--- src/hdl/fci_pkg.sv ---
// Shared constants, register codes and state type of the fan curve interpolator.
package fci_pkg;

  localparam int TEMP_W  = 8;
  localparam int PCT_W   = 7;
  localparam int DUTY_W  = 16;
  localparam int CFG_W   = 8;
  localparam int IDX_W   = 3;
  localparam int NPOINTS = 5;

  // Shared bit-serial multiplier: A is the wide operand, B is consumed one bit a cycle
  localparam int MUL_AW = DUTY_W;
  localparam int MUL_BW = TEMP_W;
  localparam int PROD_W = MUL_AW + MUL_BW;

  // Shared restoring divider
  localparam int DIV_NW = PROD_W;
  localparam int DIV_DW = TEMP_W;
  localparam int STEP_W = $clog2(DIV_NW + 1);

  // Significant product bits of each use, which set the divider step counts
  localparam int SEG_PROD_W  = PCT_W + TEMP_W;
  localparam int DUTY_PROD_W = DUTY_W + PCT_W;
  localparam logic [STEP_W-1:0] SEG_DIV_STEPS  = STEP_W'(SEG_PROD_W);
  localparam logic [STEP_W-1:0] DUTY_DIV_STEPS = STEP_W'(DUTY_PROD_W);

  localparam int unsigned DUTY_MAX_DEF = 255;

  localparam logic [PCT_W-1:0]  MIN_PCT   = 7'd25;
  localparam logic [PCT_W-1:0]  FULL_PCT  = 7'd100;
  localparam logic [DIV_DW-1:0] PCT_SCALE = 8'd100;

  typedef enum logic [IDX_W-1:0] {
    REG_P1_TEMP,
    REG_P2_TEMP,
    REG_P3_TEMP,
    REG_P4_TEMP,
    REG_P1_PCT,
    REG_P2_PCT,
    REG_P3_PCT,
    REG_P4_PCT
  } reg_idx_e;

  typedef enum logic [2:0] {
    ST_IDLE,
    ST_SELECT,
    ST_MUL_SEG,
    ST_DIV_SEG,
    ST_CLAMP,
    ST_MUL_DUTY,
    ST_DIV_DUTY,
    ST_SEND
  } state_e;

endpackage

--- src/hdl/fci_serial_mul.sv ---
// Bit-serial shift-and-add multiplier, one multiplier bit per cycle, MSB first.
module fci_serial_mul import fci_pkg::*; #(
  parameter int AW = MUL_AW,
  parameter int BW = MUL_BW
) (
  input  logic            clk_i,
  input  logic            rst_ni,
  input  logic            start_i,
  input  logic [AW-1:0]   a_i,
  input  logic [BW-1:0]   b_i,
  output logic [AW+BW-1:0] prod_o,
  output logic            done_o
);

  localparam int CntW = $clog2(BW + 1);

  logic [AW-1:0]    a_q, a_d;
  logic [BW-1:0]    b_q, b_d;
  logic [AW+BW-1:0] acc_q, acc_d;
  logic [CntW-1:0]  cnt_q, cnt_d;
  logic             busy_q, busy_d;
  logic             done_q, done_d;

  // Load operands on start, then double and add once per multiplier bit
  always_comb begin
    a_d    = a_q;
    b_d    = b_q;
    acc_d  = acc_q;
    cnt_d  = cnt_q;
    busy_d = busy_q;
    done_d = 1'b0;
    if (start_i) begin
      a_d    = a_i;
      b_d    = b_i;
      acc_d  = '0;
      cnt_d  = CntW'(BW);
      busy_d = 1'b1;
    end else if (busy_q) begin
      acc_d = {acc_q[AW+BW-2:0], 1'b0} + (b_q[BW-1] ? {{BW{1'b0}}, a_q} : '0);
      b_d   = {b_q[BW-2:0], 1'b0};
      cnt_d = cnt_q - CntW'(1);
      if (cnt_q == CntW'(1)) begin
        busy_d = 1'b0;
        done_d = 1'b1;
      end
    end
  end

  always_ff @(posedge clk_i or negedge rst_ni) begin
    if (!rst_ni) begin
      cnt_q  <= '0;
      busy_q <= 1'b0;
      done_q <= 1'b0;
    end else begin
      cnt_q  <= cnt_d;
      busy_q <= busy_d;
      done_q <= done_d;
    end
  end

  always_ff @(posedge clk_i) begin
    a_q   <= a_d;
    b_q   <= b_d;
    acc_q <= acc_d;
  end

  assign prod_o = acc_q;
  assign done_o = done_q;

endmodule

--- src/hdl/fci_serial_div.sv ---
// Restoring divider, one quotient bit per cycle over a left-aligned dividend.
module fci_serial_div import fci_pkg::*; #(
  parameter int NW = DIV_NW,
  parameter int DW = DIV_DW
) (
  input  logic              clk_i,
  input  logic              rst_ni,
  input  logic              start_i,
  input  logic [NW-1:0]     dividend_i,
  input  logic [DW-1:0]     divisor_i,
  input  logic [STEP_W-1:0] steps_i,
  output logic [NW-1:0]     quot_o,
  output logic              done_o
);

  logic [NW-1:0]     q_q, q_d;
  logic [DW-1:0]     r_q, r_d;
  logic [DW-1:0]     dvs_q, dvs_d;
  logic [STEP_W-1:0] cnt_q, cnt_d;
  logic              busy_q, busy_d;
  logic              done_q, done_d;
  logic [DW:0]       rem_sh;
  logic [DW:0]       rem_sub;
  logic              fits;

  // Shift one dividend bit into the remainder and try the subtract
  always_comb begin
    rem_sh  = {r_q, q_q[NW-1]};
    rem_sub = rem_sh - {1'b0, dvs_q};
    fits    = rem_sh >= {1'b0, dvs_q};
  end

  always_comb begin
    q_d    = q_q;
    r_d    = r_q;
    dvs_d  = dvs_q;
    cnt_d  = cnt_q;
    busy_d = busy_q;
    done_d = 1'b0;
    if (start_i) begin
      q_d    = dividend_i;
      r_d    = '0;
      dvs_d  = divisor_i;
      cnt_d  = steps_i;
      busy_d = 1'b1;
    end else if (busy_q) begin
      r_d   = fits ? rem_sub[DW-1:0] : rem_sh[DW-1:0];
      q_d   = {q_q[NW-2:0], fits};
      cnt_d = cnt_q - STEP_W'(1);
      if (cnt_q == STEP_W'(1)) begin
        busy_d = 1'b0;
        done_d = 1'b1;
      end
    end
  end

  always_ff @(posedge clk_i or negedge rst_ni) begin
    if (!rst_ni) begin
      cnt_q  <= '0;
      busy_q <= 1'b0;
      done_q <= 1'b0;
    end else begin
      cnt_q  <= cnt_d;
      busy_q <= busy_d;
      done_q <= done_d;
    end
  end

  always_ff @(posedge clk_i) begin
    q_q   <= q_d;
    r_q   <= r_d;
    dvs_q <= dvs_d;
  end

  assign quot_o = q_q;
  assign done_o = done_q;

endmodule

--- src/hdl/fan_curve_interpolator.sv ---
// Top level of the fan curve interpolator: config registers, segment select and sequencer.
// Each word runs through the bit-serial multiplier (8 steps) and the restoring divider
// (15 steps for the segment, 23 steps for the duty scale); at full speed or on a
// zero-width segment the segment pass is skipped and only the duty scale runs.
// A new word is taken only after the last result is loaded into a free output register. Reset
// clears control state and last percent and loads the default curve.
module fan_curve_interpolator import fci_pkg::*; #(
  parameter int unsigned DUTY_MAX = DUTY_MAX_DEF
) (
  input  logic             clk_i,
  input  logic             rst_ni,
  input  logic             cfg_we_i,
  input  logic [IDX_W-1:0] cfg_idx_i,
  input  logic [CFG_W-1:0] cfg_wdata_i,
  input  logic             s_axis_tvalid,
  output logic             s_axis_tready,
  input  logic [15:0]      s_axis_tdata,  // [8:0] temp_celsius, rest zero
  output logic             m_axis_tvalid,
  input  logic             m_axis_tready,
  output logic [15:0]      m_axis_tdata   // [6:0] fan_percent, [14:7] duty_value,
                                          // [15] speed_changed
);

  localparam logic [DUTY_W-1:0] DutyMaxC = DUTY_W'(DUTY_MAX);

  state_e state_q, state_d;

  logic [TEMP_W-1:0] pt_temp_q [NPOINTS-1];
  logic [PCT_W-1:0]  pt_pct_q  [NPOINTS-1];

  logic [TEMP_W-1:0] bp_temp [NPOINTS];
  logic [PCT_W-1:0]  bp_pct  [NPOINTS];

  logic [TEMP_W-1:0] t_in;
  logic              found;
  logic              full_d, zero_d;
  logic [PCT_W-1:0]  plo_d, phi_d;
  logic [TEMP_W-1:0] dt_d, w_d;

  logic              full_q, zero_q;
  logic [PCT_W-1:0]  plo_q, phi_q;
  logic [TEMP_W-1:0] dt_q, w_q;

  logic              dp_neg;
  logic [PCT_W-1:0]  dp_mag;

  logic [PCT_W-1:0]  pct_q, pct_d;
  logic [PCT_W-1:0]  last_q;
  logic signed [PCT_W+1:0] psum;

  logic              m_valid_q, m_valid_d;
  logic [15:0]       m_data_q;
  logic              load_out;
  logic              in_accept;

  logic              mul_start, mul_done;
  logic [MUL_AW-1:0] mul_a;
  logic [MUL_BW-1:0] mul_b;
  logic [PROD_W-1:0] prod;

  logic              div_start, div_done;
  logic [DIV_NW-1:0] div_num;
  logic [DIV_DW-1:0] div_den;
  logic [STEP_W-1:0] div_steps;
  logic [DIV_NW-1:0] quot;

  // Configuration writes
  always_ff @(posedge clk_i or negedge rst_ni) begin
    if (!rst_ni) begin
      pt_temp_q[0] <= 8'd40;
      pt_temp_q[1] <= 8'd60;
      pt_temp_q[2] <= 8'd70;
      pt_temp_q[3] <= 8'd80;
      pt_pct_q[0]  <= 7'd25;
      pt_pct_q[1]  <= 7'd50;
      pt_pct_q[2]  <= 7'd70;
      pt_pct_q[3]  <= 7'd100;
    end else if (cfg_we_i) begin
      case (reg_idx_e'(cfg_idx_i))
        REG_P1_TEMP: pt_temp_q[0] <= cfg_wdata_i;
        REG_P2_TEMP: pt_temp_q[1] <= cfg_wdata_i;
        REG_P3_TEMP: pt_temp_q[2] <= cfg_wdata_i;
        REG_P4_TEMP: pt_temp_q[3] <= cfg_wdata_i;
        REG_P1_PCT:  pt_pct_q[0]  <= cfg_wdata_i[PCT_W-1:0];
        REG_P2_PCT:  pt_pct_q[1]  <= cfg_wdata_i[PCT_W-1:0];
        REG_P3_PCT:  pt_pct_q[2]  <= cfg_wdata_i[PCT_W-1:0];
        REG_P4_PCT:  pt_pct_q[3]  <= cfg_wdata_i[PCT_W-1:0];
        default: ;
      endcase
    end
  end

  // Breakpoint list with the fixed origin in front
  always_comb begin
    bp_temp[0] = '0;
    bp_pct[0]  = '0;
    for (int i = 1; i < NPOINTS; i++) begin
      bp_temp[i] = pt_temp_q[i-1];
      bp_pct[i]  = pt_pct_q[i-1];
    end
  end

  // Clamp negative input to zero and pick the first segment that holds it
  always_comb begin
    t_in   = s_axis_tdata[8] ? '0 : s_axis_tdata[TEMP_W-1:0];
    found  = 1'b0;
    zero_d = 1'b0;
    plo_d  = '0;
    phi_d  = '0;
    dt_d   = '0;
    w_d    = '0;
    for (int i = 0; i < NPOINTS - 1; i++) begin
      if (!found && t_in >= bp_temp[i] && t_in <= bp_temp[i+1]) begin
        found  = 1'b1;
        zero_d = bp_temp[i] == bp_temp[i+1];
        plo_d  = bp_pct[i];
        phi_d  = bp_pct[i+1];
        dt_d   = t_in - bp_temp[i];
        w_d    = bp_temp[i+1] - bp_temp[i];
      end
    end
    full_d = (t_in >= bp_temp[NPOINTS-1]) || !found;
  end

  assign in_accept = s_axis_tvalid && s_axis_tready;

  // Hold the selected segment for the arithmetic
  always_ff @(posedge clk_i) begin
    if (in_accept) begin
      full_q <= full_d;
      zero_q <= zero_d;
      plo_q  <= plo_d;
      phi_q  <= phi_d;
      dt_q   <= dt_d;
      w_q    <= w_d;
    end
  end

  // Percent step across the segment as sign and magnitude
  always_comb begin
    dp_neg = phi_q < plo_q;
    dp_mag = dp_neg ? plo_q - phi_q : phi_q - plo_q;
  end

  // Combine base percent with the truncated quotient (upper percent on a zero-width segment), then apply the limits
  always_comb begin
    if (zero_q) begin
      psum = {2'b00, phi_q};
    end else if (dp_neg) begin
      psum = {2'b00, plo_q} - {2'b00, quot[PCT_W-1:0]};
    end else begin
      psum = {2'b00, plo_q} + {2'b00, quot[PCT_W-1:0]};
    end
    if (full_q) begin
      pct_d = FULL_PCT;
    end else if (psum < $signed({2'b00, MIN_PCT})) begin
      pct_d = '0;
    end else if (psum > $signed({2'b00, FULL_PCT})) begin
      pct_d = FULL_PCT;
    end else begin
      pct_d = psum[PCT_W-1:0];
    end
  end

  // Sequencer: next state and unit starts
  always_comb begin
    state_d       = state_q;
    s_axis_tready = 1'b0;
    mul_start     = 1'b0;
    div_start     = 1'b0;
    load_out      = 1'b0;
    mul_a         = {{(MUL_AW-PCT_W){1'b0}}, dp_mag};
    mul_b         = dt_q;
    div_num       = {prod[SEG_PROD_W-1:0], {(DIV_NW-SEG_PROD_W){1'b0}}};
    div_den       = w_q;
    div_steps     = SEG_DIV_STEPS;
    case (state_q)
      ST_IDLE: begin
        s_axis_tready = 1'b1;
        if (s_axis_tvalid) begin
          state_d = ST_SELECT;
        end
      end
      ST_SELECT: begin
        if (full_q || zero_q) begin
          state_d = ST_CLAMP;
        end else begin
          mul_start = 1'b1;
          state_d   = ST_MUL_SEG;
        end
      end
      ST_MUL_SEG: begin
        if (mul_done) begin
          div_start = 1'b1;
          state_d   = ST_DIV_SEG;
        end
      end
      ST_DIV_SEG: begin
        if (div_done) begin
          state_d = ST_CLAMP;
        end
      end
      ST_CLAMP: begin
        mul_a     = DutyMaxC;
        mul_b     = {{(MUL_BW-PCT_W){1'b0}}, pct_d};
        mul_start = 1'b1;
        state_d   = ST_MUL_DUTY;
      end
      ST_MUL_DUTY: begin
        div_num   = {prod[DUTY_PROD_W-1:0], {(DIV_NW-DUTY_PROD_W){1'b0}}};
        div_den   = PCT_SCALE;
        div_steps = DUTY_DIV_STEPS;
        if (mul_done) begin
          div_start = 1'b1;
          state_d   = ST_DIV_DUTY;
        end
      end
      ST_DIV_DUTY: begin
        if (div_done) begin
          state_d = ST_SEND;
        end
      end
      ST_SEND: begin
        if (!m_valid_q || m_axis_tready) begin
          load_out = 1'b1;
          state_d  = ST_IDLE;
        end
      end
      default: state_d = ST_IDLE;
    endcase
  end

  always_ff @(posedge clk_i or negedge rst_ni) begin
    if (!rst_ni) begin
      state_q <= ST_IDLE;
    end else begin
      state_q <= state_d;
    end
  end

  // Hold the final percent once the curve value is known
  always_ff @(posedge clk_i) begin
    if (state_q == ST_CLAMP) begin
      pct_q <= pct_d;
    end
  end

  // Output register: drop valid when taken, load a new word when free
  always_comb begin
    m_valid_d = m_valid_q;
    if (m_axis_tready) begin
      m_valid_d = 1'b0;
    end
    if (load_out) begin
      m_valid_d = 1'b1;
    end
  end

  always_ff @(posedge clk_i or negedge rst_ni) begin
    if (!rst_ni) begin
      m_valid_q <= 1'b0;
      last_q    <= '0;
    end else begin
      m_valid_q <= m_valid_d;
      if (load_out) begin
        last_q <= pct_q;
      end
    end
  end

  always_ff @(posedge clk_i) begin
    if (load_out) begin
      m_data_q <= {pct_q != last_q, quot[7:0], pct_q};
    end
  end

  assign m_axis_tvalid = m_valid_q;
  assign m_axis_tdata  = m_data_q;

  fci_serial_mul #(
    .AW(MUL_AW),
    .BW(MUL_BW)
  ) u_mul (
    .clk_i  (clk_i),
    .rst_ni (rst_ni),
    .start_i(mul_start),
    .a_i    (mul_a),
    .b_i    (mul_b),
    .prod_o (prod),
    .done_o (mul_done)
  );

  fci_serial_div #(
    .NW(DIV_NW),
    .DW(DIV_DW)
  ) u_div (
    .clk_i     (clk_i),
    .rst_ni    (rst_ni),
    .start_i   (div_start),
    .dividend_i(div_num),
    .divisor_i (div_den),
    .steps_i   (div_steps),
    .quot_o    (quot),
    .done_o    (div_done)
  );

endmodule
--- config.mk ---
export PLATFORM = sky130hd
export DESIGN_NAME = fan_curve_interpolator
export DESIGN_NICKNAME = d
export VERILOG_FILES = /design/src/hdl/fci_pkg.sv /design/src/hdl/fci_serial_mul.sv /design/src/hdl/fci_serial_div.sv /design/src/hdl/fan_curve_interpolator.sv
export SDC_FILE = /design/constraint.sdc
export NUM_CORES = 1
export LEC_CHECK = 0
export CAP_MARGIN = 20
export CORE_ASPECT_RATIO = 0.75
export CORE_MARGIN = 2
export CORE_UTILIZATION = 45
export CTS_BUF_LIST = sky130_fd_sc_hd__clkbuf_4
export CTS_CLUSTER_DIAMETER = 150
export DETAILED_ROUTE_END_ITERATION = 8
export DONT_BUFFER_PORTS = 1
export PLACE_DENSITY_LB_ADDON = 0.25
export SLEW_MARGIN = 15
export SYNTH_ARGS = -nofsm -noshare
export SYNTH_HDL_FRONTEND = slang
export SYNTH_HIERARCHICAL = 1
export SYNTH_SLANG_ARGS = --single-unit
--- constraint.sdc ---
create_clock -name clk_i -period 4.8 [get_ports clk_i]
set_input_delay 0.24 -clock clk_i [delete_from_list [all_inputs] [get_ports clk_i]]
set_output_delay 0.24 -clock clk_i [all_outputs]
set_load 0.1 [all_outputs]
==> results.cfg, run 1 <==
[run_status]
outcome = finished clean

[sta]
final_hold_viol_count = 0
rsz0062_at_grt = false
relSlewSlack_pct = 29.4
report.final.slew_viol_count = 0
tightestPinTransition_ps = 1060
setup_viol = 0
fin_crit_sh_pct = 83.7
clock-skew-final_ps = 41.5
period_needed_ps = 4020
fmax_ghz = 0.249
finalSetupTns_ps = 0

[worst_hold_path]
hp-class = input port to register
min_to = dt_q[2]
hold_path_depth = 4
min_from = s_axis_tdata[8]

[drt]
avgViaCountPerCell = 5.64
routed_wl_mm = 36.3
drc = 0
avgRoutedWirePerCell_um = 18.6
via_count = 11000
first_pass_iters = 8
drt-initial-drc-count = 977
antenna_left = 0

[cts]
htree_levels = 2
numCtsBuffers = 59
cts.sinks = 226
ctsResizeCount = 0
clockRootBuffer = clkbuf_4
clkSlewWorstSetupHoldPaths_ps = 80
clk_path_buf_depth = 3
cts_tree = yes
insertion_delay_ps = 710

[cells_and_area]
finalNetCount = 1650
layout-drive-gt1-share_pct = 17.2
area_delta_synth_final_pct = 12.2
final_core_util_pct = 51.4
final_cells = 1957

[power_and_ir_drop]
power-per-cell-area_nw_per_um2 = 586
p_total_mw = 9.46
ir_drop_mv = 0.290
p_leak_nw = 6.79

[setup_path]
crit_path_end_kind = register
critPathLaunchType = register
cp.arrival_ps = 4460
r2r_start = plo_q[1]
r2r_slack_ps = 780
crit_path_max_fanout = 8
r2r-end = u_mul/b_q[3]
cp.required_ps = 5240
path_class = register to register
ff2ff_path_depth = 11

[die]
die_area_um2 = 33400
dieHeight_um = 159
core.rowCount = 56
coreArea_um2 = 31400
chipWidth_um = 210
start_util_pct = 45.8
ioPinCount = 50

[global_routing]
antenna_found_initial = 1
grt_max_degree = 85
overflow = 0
grt_first_pass_wirelength_mm = 57.6
track_usage_pct = 21.8
grt_pass1_vias = 10600

[place]
gp_congestion = 0.917
io_buffers = 0
dp_cells = 1810
hpwl_mm = 26.2

[yosys]
ys_warn_count = 6
synth_cells = 1425
avgSynthCellArea_um2 = 10.1
syn_area_um2 = 14400

[job]
maxCapViolations = 0
metrics by stage:
stage | hold slack (ps) | cell area [um2] | worst slack (ps)
final | 82.4 | 16100 | 781
after global routing | 54.7 | 16100 | 555
after CTS | 5.84 | 16100 | 854
after global placement | -46.6 | 14900 | 971
after detailed placement | -46.8 | 14900 | 891
after floorplan | -55.6 | 14400 | 692
routing by layer:
metal  share of wire, %  global-route usage, %
met1                 50                   34.2
met2                 41                   30.3
met3                7.4                   4.19
met4                1.8                   5.57
met5                  0                      0
cell usage in the layout, fill, tap and decap left out, types with 20 or more instances in the layout:
master and n:
nand2_1 147, edfxtp_1 111, inv_1 110, ha_1 107, clkbuf_4 93, o21ai_0 87, mux2_2 80, nor2_1 64
dfrtp_1 61, a21oi_1 52, xnor2_1 44, nand2b_1 36, nor2b_1 36, and2_1 33, dlygate4sd3_1 32, dfxtp_1 31
nand3_1 30, a21o_1 26, dfstp_2 23, a22oi_1 21, xor2_1 21, mux2i_1 21, buf_4 20
where the power goes:
part	internal, mW	leakage (nW)	switching [mW]
Sequential	2.79	2.27	0.780
Clock	0.987	0.490	0.820
Combinational	1.76	4.03	2.32
layout make-up:
cell class / instances / area (um2)
Fill cell: 2831 / 15200
Multi-Input combinational cell: 1047 / 7760
Sequential cell: 226 / 6080
Clock buffer: 93 / 698
Timing Repair Buffer: 55 / 553
Tap cell: 406 / 508
Inverter: 110 / 413
Clock inverter: 19 / 126
Antenna cell: 1 / 2.50
worst max path at each step:
| stage | endpoint | start | cells after the start |
|---|---|---|---|
| floorplan | dt_q[0] | state_q[1] | 3 |
| global placement | u_mul/b_q[2] | plo_q[1] | 12 |
| detailed placement | u_mul/b_q[4] | plo_q[1] | 11 |
| CTS | u_mul/b_q[3] | plo_q[1] | 11 |
| global route | u_mul/b_q[4] | plo_q[1] | 11 |
| finish | u_mul/b_q[3] | plo_q[1] | 11 |
timing repair:
item | in CTS | in global routing
hold endpoints to repair | 147 | 0
hold buffers | 33 | 0
setup buffers | 0 | 0
critical path, stage by stage (launching register included):
cell	delay [ps]
edfxtp_1	550
ha_1	370
nand2b_1	170
a221oi_1	420
o31ai_1	150
a2111oi_0	400
a221oi_1	170
or2_1	290
o41ai_1	450
or4_1	360
o31ai_1	120
mux2_2	280
state kept, by name (all words and copies together) (netlist names), 3 cells and up:
name,count
u_mul/b_q,8
state_q,3
dt_q,8
last_q,7
u_mul/cnt_q,4
u_mul/a_q,16
plo_q,7
u_div/r_q,8
bp_pct,28
phi_q,7
w_q,8
u_div/cnt_q,5
u_div/dvs_q,8
bp_temp,32
u_mul/prod_o,23
m_axis_tdata,16
u_div/quot_o,24
pct_q,7
Power figures use the tool's default switching activity.
==> run 2, diff against run 1 <==
Clock period 4.8 ns to 3.4 ns, I/O delays scaled along.
==> run 2 against run 1 <==
Net effect: the flow now finishes with violations (setup timing); sequential share of layout area decreased by 2.6 points; die area unchanged; total power increased by 48%; sequential cell count unchanged; first-iteration DRC count increased by 12%; sequential power increased by 37%; clock-buffer cell count increased by 2; clock skew increased by 37 ps; combinational power increased by 64%.
==> results.cfg, run 2 (synthesis results as in run 1) <==
[place]
dp_cells = 1901
preCtsSetupSlack_ps = -243
hpwl_mm = 28.5
io_buffers = 0
gp_congestion = 0.922

[sta]
relSlewSlack_pct = 29.6
final_hold_viol_count = 0
period_needed_ps = 3470
tightestPinTransition_ps = 1060
fmax_ghz = 0.288
setup_ws_ps = -74.3
fin_crit_sh_pct = 102
setup_viol = 7
report.final.slew_viol_count = 0
rsz0062_at_grt = true
clock-skew-final_ps = 78.1

[cts]
clkSlewWorstSetupHoldPaths_ps = 80
insertion_delay_ps = 780
cts.sinks = 226
clk_path_buf_depth = 3
cts_tree = yes
clockRootBuffer = clkbuf_4
htree_levels = 2
numCtsBuffers = 59

[drt]
routed_wl_mm = 39.7
avgRoutedWirePerCell_um = 19.1
first_pass_iters = 7
drt-initial-drc-count = 1096
antenna_left = 0
avgViaCountPerCell = 5.61
drc = 0
via_count = 11600

[setup_path]
path_class = register to register
cp.arrival_ps = 4060
cp.required_ps = 3990
critPathLaunchType = register
crit_path_end_kind = register
r2r_slack_ps = -70
crit_path_max_fanout = 5

[worst_hold_path]
hp-class = input port to async pin

[die]
chipWidth_um = 210
ioPinCount = 50
dieHeight_um = 159
coreArea_um2 = 31400
die_area_um2 = 33400
start_util_pct = 45.8
core.rowCount = 56

[cells_and_area]
final_core_util_pct = 55.3
layout-drive-gt1-share_pct = 25.4
seqCellArea_um2 = 6080
final_common_cell = nand2_1
area_delta_synth_final_pct = 20.6
final_cells = 2074
largest_register_ffs = 32
fillCellCount = 2714
multiInputGateArea_um2 = 8090
final_cell_mix = nand2_1, buf_4, edfxtp_1, inv_1, ha_1
finalNetCount = 1767

[global_routing]
track_usage_pct = 23.9
overflow = 0
antenna_found_initial = 1
grt_pass1_vias = 11200
grt_first_pass_wirelength_mm = 62.3
grt_max_degree = 85

[run_status]
violations = setup timing
outcome = finished with violations

[power_and_ir_drop]
power-per-cell-area_nw_per_um2 = 808
ir_drop_mv = 0.394
p_total_mw = 14.0
p_leak_nw = 7.38

[job]
maxCapViolations = 0
[run 2: final cells by class]
class	count	share of cell area, %
clock buffer	95	4.11
multi-input combinational	1047	46.6
clock inverter	17	0.425
tap	406	2.93
sequential	226	35.1
inverter	110	2.38
antenna	1	0.0144
timing repair buffer	172	8.45
[run 2: worst max-delay path, cell delays in order (launching register included)]
cell and delay (ps):
edfxtp_1 440, ha_2 220, fa_2 340, nor3b_4 170, a211oi_2 270, o31ai_1 100
mux2i_1 180, mux2_4 350, o21ai_2 150, a311oi_2 80, or4_4 560, buf_6 150
o31ai_4 150, and2_1 140
[run 2: layer usage]
metal	wire length, um	GRT usage (%)	part of all wire (%)
met1	19700	36.7	50
met2	16300	33.5	41
met3	3130	5.46	7.9
met5	0	0	0
met4	595	5.70	1.5
[run 2: timing repair]
action                                  in CTS  in global routing
buffers inserted                            12                  8
endpoints found under the setup margin      10                 25
resized for setup                           39                 35
pin swaps                                   16                 17
hold buffers                                40                  0
endpoints found under the hold margin      177                  0
[run 2: path summary, 6_finish.rpt]
| path | startpoint | endpoint | depth (start not counted) |
|---|---|---|---|
| max | plo_q[0] | u_mul/b_q[0] | 13 |
| min | rst_ni | bp_temp[26] | 2 |
| max reg2reg | plo_q[0] | u_mul/b_q[0] | 13 |
| min reg2reg | u_div/quot_o[7] | m_axis_tdata[14] | 0 |
| max in group asynchronous | rst_ni | bp_pct[8] | 2 |
| min in group clk_i | cfg_idx_i[1] | bp_pct[9] | 2 |
[run 2: where the power goes]
part           total (mW)  internal [mW]  switching [mW]
combinational        6.68           2.95            3.73
sequential           4.88           3.94           0.941
clock                2.45           1.26            1.19
[run 2: stage by stage]
stage	setup TNS, ps	cell area (um2)	hold WS, ps
after floorplan	0	14400	-126
after global placement	-475	15600	-115
after detailed placement	-1450	15600	-120
after CTS	-79.1	17100	2.45
after global routing	-1150	17400	36.3
final	-251	17400	40.4
==> run 3, diff against run 2 <==
Clock period 3.4 ns to 2.9 ns, I/O delays scaled along.
==> run 3 against run 2 <==
Net effect: the run still ends with setup timing left; sequential cell count unchanged; core utilization up 3.4 points; clock skew up 26 ps; total power up 22%; combinational power up 28%; maximum frequency down 1.8%; design area up 6.1%; via count up 2.2%; worst setup slack worse by 560 ps; final cell count up 3.7%; worst hold slack worse by 22 ps; critical path type unchanged; critical endpoint is now u_mul/b_q[3]; largest cell class unchanged; highest routed layer unchanged.
==> results.cfg, run 3 (synthesis results as in run 1) <==
[die]
ioPinCount = 50
coreArea_um2 = 31400
dieHeight_um = 159
start_util_pct = 45.8
chipWidth_um = 210
die_area_um2 = 33400
core.rowCount = 56

[sta]
period_needed_ps = 3540
setup_ws_ps = -638
report.final.slew_viol_count = 0
final_hold_viol_count = 0
tightestPinTransition_ps = 998
fin_crit_sh_pct = 122
whs_ps = 18.6
clock-skew-final_ps = 104
fmax_ghz = 0.283
finalSetupTns_ps = -12260
rsz0062_at_grt = true
relSlewSlack_pct = 33.6
setup_viol = 43

[drt]
avgViaCountPerCell = 5.53
drc = 0
drt-initial-drc-count = 1106
antenna_left = 0
routed_wl_mm = 41.5
avgRoutedWirePerCell_um = 19.3
first_pass_iters = 7
via_count = 11900

[cells_and_area]
layout-drive-gt1-share_pct = 32.1
finalNetCount = 1846
final_common_cell = buf_4
stdcell_area_um2 = 18400
final_cell_mix = buf_4, nand2_1, edfxtp_1, inv_1, ha_1
final_cells = 2150
area_delta_synth_final_pct = 27.9
largest_register_ffs = 32

[place]
io_buffers = 0
preCtsSetupSlack_ps = -667
dpl_cell_area_um2 = 16100
dp_cells = 1952
gp_congestion = 0.974
hpwl_mm = 29.2

[power_and_ir_drop]
power-per-cell-area_nw_per_um2 = 931
ir_drop_mv = 0.405
p_leak_nw = 7.90

[worst_hold_path]
min_from = cfg_we_i
hp-class = input port to register
hold_path_depth = 2

[setup_path]
crit_end = u_mul/b_q[3]
r2r_slack_ps = -640
crit_path_max_fanout = 5
r2r-end = u_mul/b_q[3]
cp.required_ps = 3450
critPathLaunchType = register
ff2ff_path_depth = 12
crit_path_end_kind = register
r2r_start = plo_q[0]
critPathLaunch = plo_q[0]
cp.arrival_ps = 4090
path_class = register to register

[global_routing]
grt_pass1_vias = 11700
top_usage_layer = met1
grtUsageMet1_pct = 36.3
overflow = 0
grt_max_degree = 75
gr-usage-met2_pct = 36.2
track_usage_pct = 24.9
grt_first_pass_wirelength_mm = 65.0
grt_use_met3_pct = 6.23
antenna_found_initial = 2

[cts]
htree_levels = 2
cts_tree = yes
clkSlewWorstSetupHoldPaths_ps = 70
insertion_delay_ps = 770
clockRootBuffer = clkbuf_4
numCtsBuffers = 56
clk_path_buf_depth = 3
cts.sinks = 226

[job]
maxCapViolations = 0

[run_status]
outcome = finished with violations
violations = setup timing
run 3: cell count changes in the layout (fill, tap and decap cells not counted), moves of 6 or more:
cell,delta
a22oi_1,-11
a22oi_2,+11
buf_4,+59
buf_6,+24
clkbuf_4,-6
dlygate4sd3_1,-7
o21ai_0,-10
o21ai_2,+9
run 3: per-layer routing:
| layer | wire length (um) | share of wire [%] | up-vias |
|---|---|---|---|
| li1 | - | - | 5692 |
| met1 | 19500 | 47 | 5745 |
| met2 | 17800 | 43 | 388 |
| met3 | 3320 | 8.0 | 72 |
| met4 | 975 | 2.3 | 0 |
| met5 | 0 | 0 | - |
run 3: worst max-delay path, stage by stage (launching register included):
cell,delay [ps]
edfxtp_1,480
ha_4,220
fa_2,340
nor3b_2,170
a211oi_2,230
o31ai_1,110
mux2i_1,180
mux2_4,350
o21ai_2,150
a311oi_2,70
or4_4,610
o31ai_4,250
mux2_4,170
run 3: layout make-up:
class                           instances  area [um2]
Timing Repair Buffer                  254        2210
Antenna cell                            1        2.50
Multi-Input combinational cell       1047        8420
Tap cell                              406         508
Clock inverter                         17        95.1
Fill cell                            2667       13000
Inverter                              110         418
Clock buffer                           89         668
Sequential cell                       226        6080
run 3: how the worst min path moves through the flow:
stage	to
floorplan	bp_pct[0]
global placement	m_axis_tvalid
detailed placement	m_axis_tvalid
CTS	bp_pct[3]
global route	bp_pct[0]
finish	bp_pct[16]
run 3: stage by stage:
stage	total power [mW]	utilization [%]
after floorplan	10.9	-
after global placement	13.1	51.3
after detailed placement	13.3	51.3
after CTS	16.7	57.2
after global routing	18.4	58.6
final	17.1	58.6
run 3: power breakdown:
| part | leakage [nW] | switching [mW] | total, mW | internal [mW] |
|---|---|---|---|---|
| Clock | 0.452 | 1.36 | 2.84 | 1.48 |
| Sequential | 2.27 | 1.12 | 5.74 | 4.62 |
| Combinational | 5.18 | 4.65 | 8.56 | 3.91 |
| Total | 7.90 | 7.13 | 17.1 | 10.0 |
run 3: repair_timing:
action / CTS / global route
setup endpoints to repair: 45 / 48
cloned: 0 / 0
buffers inserted: 44 / 26
hold buffers: 32 / 0
pin swaps: 45 / 29
endpoints found under the hold margin: 166 / 0
gates resized for setup: 111 / 70
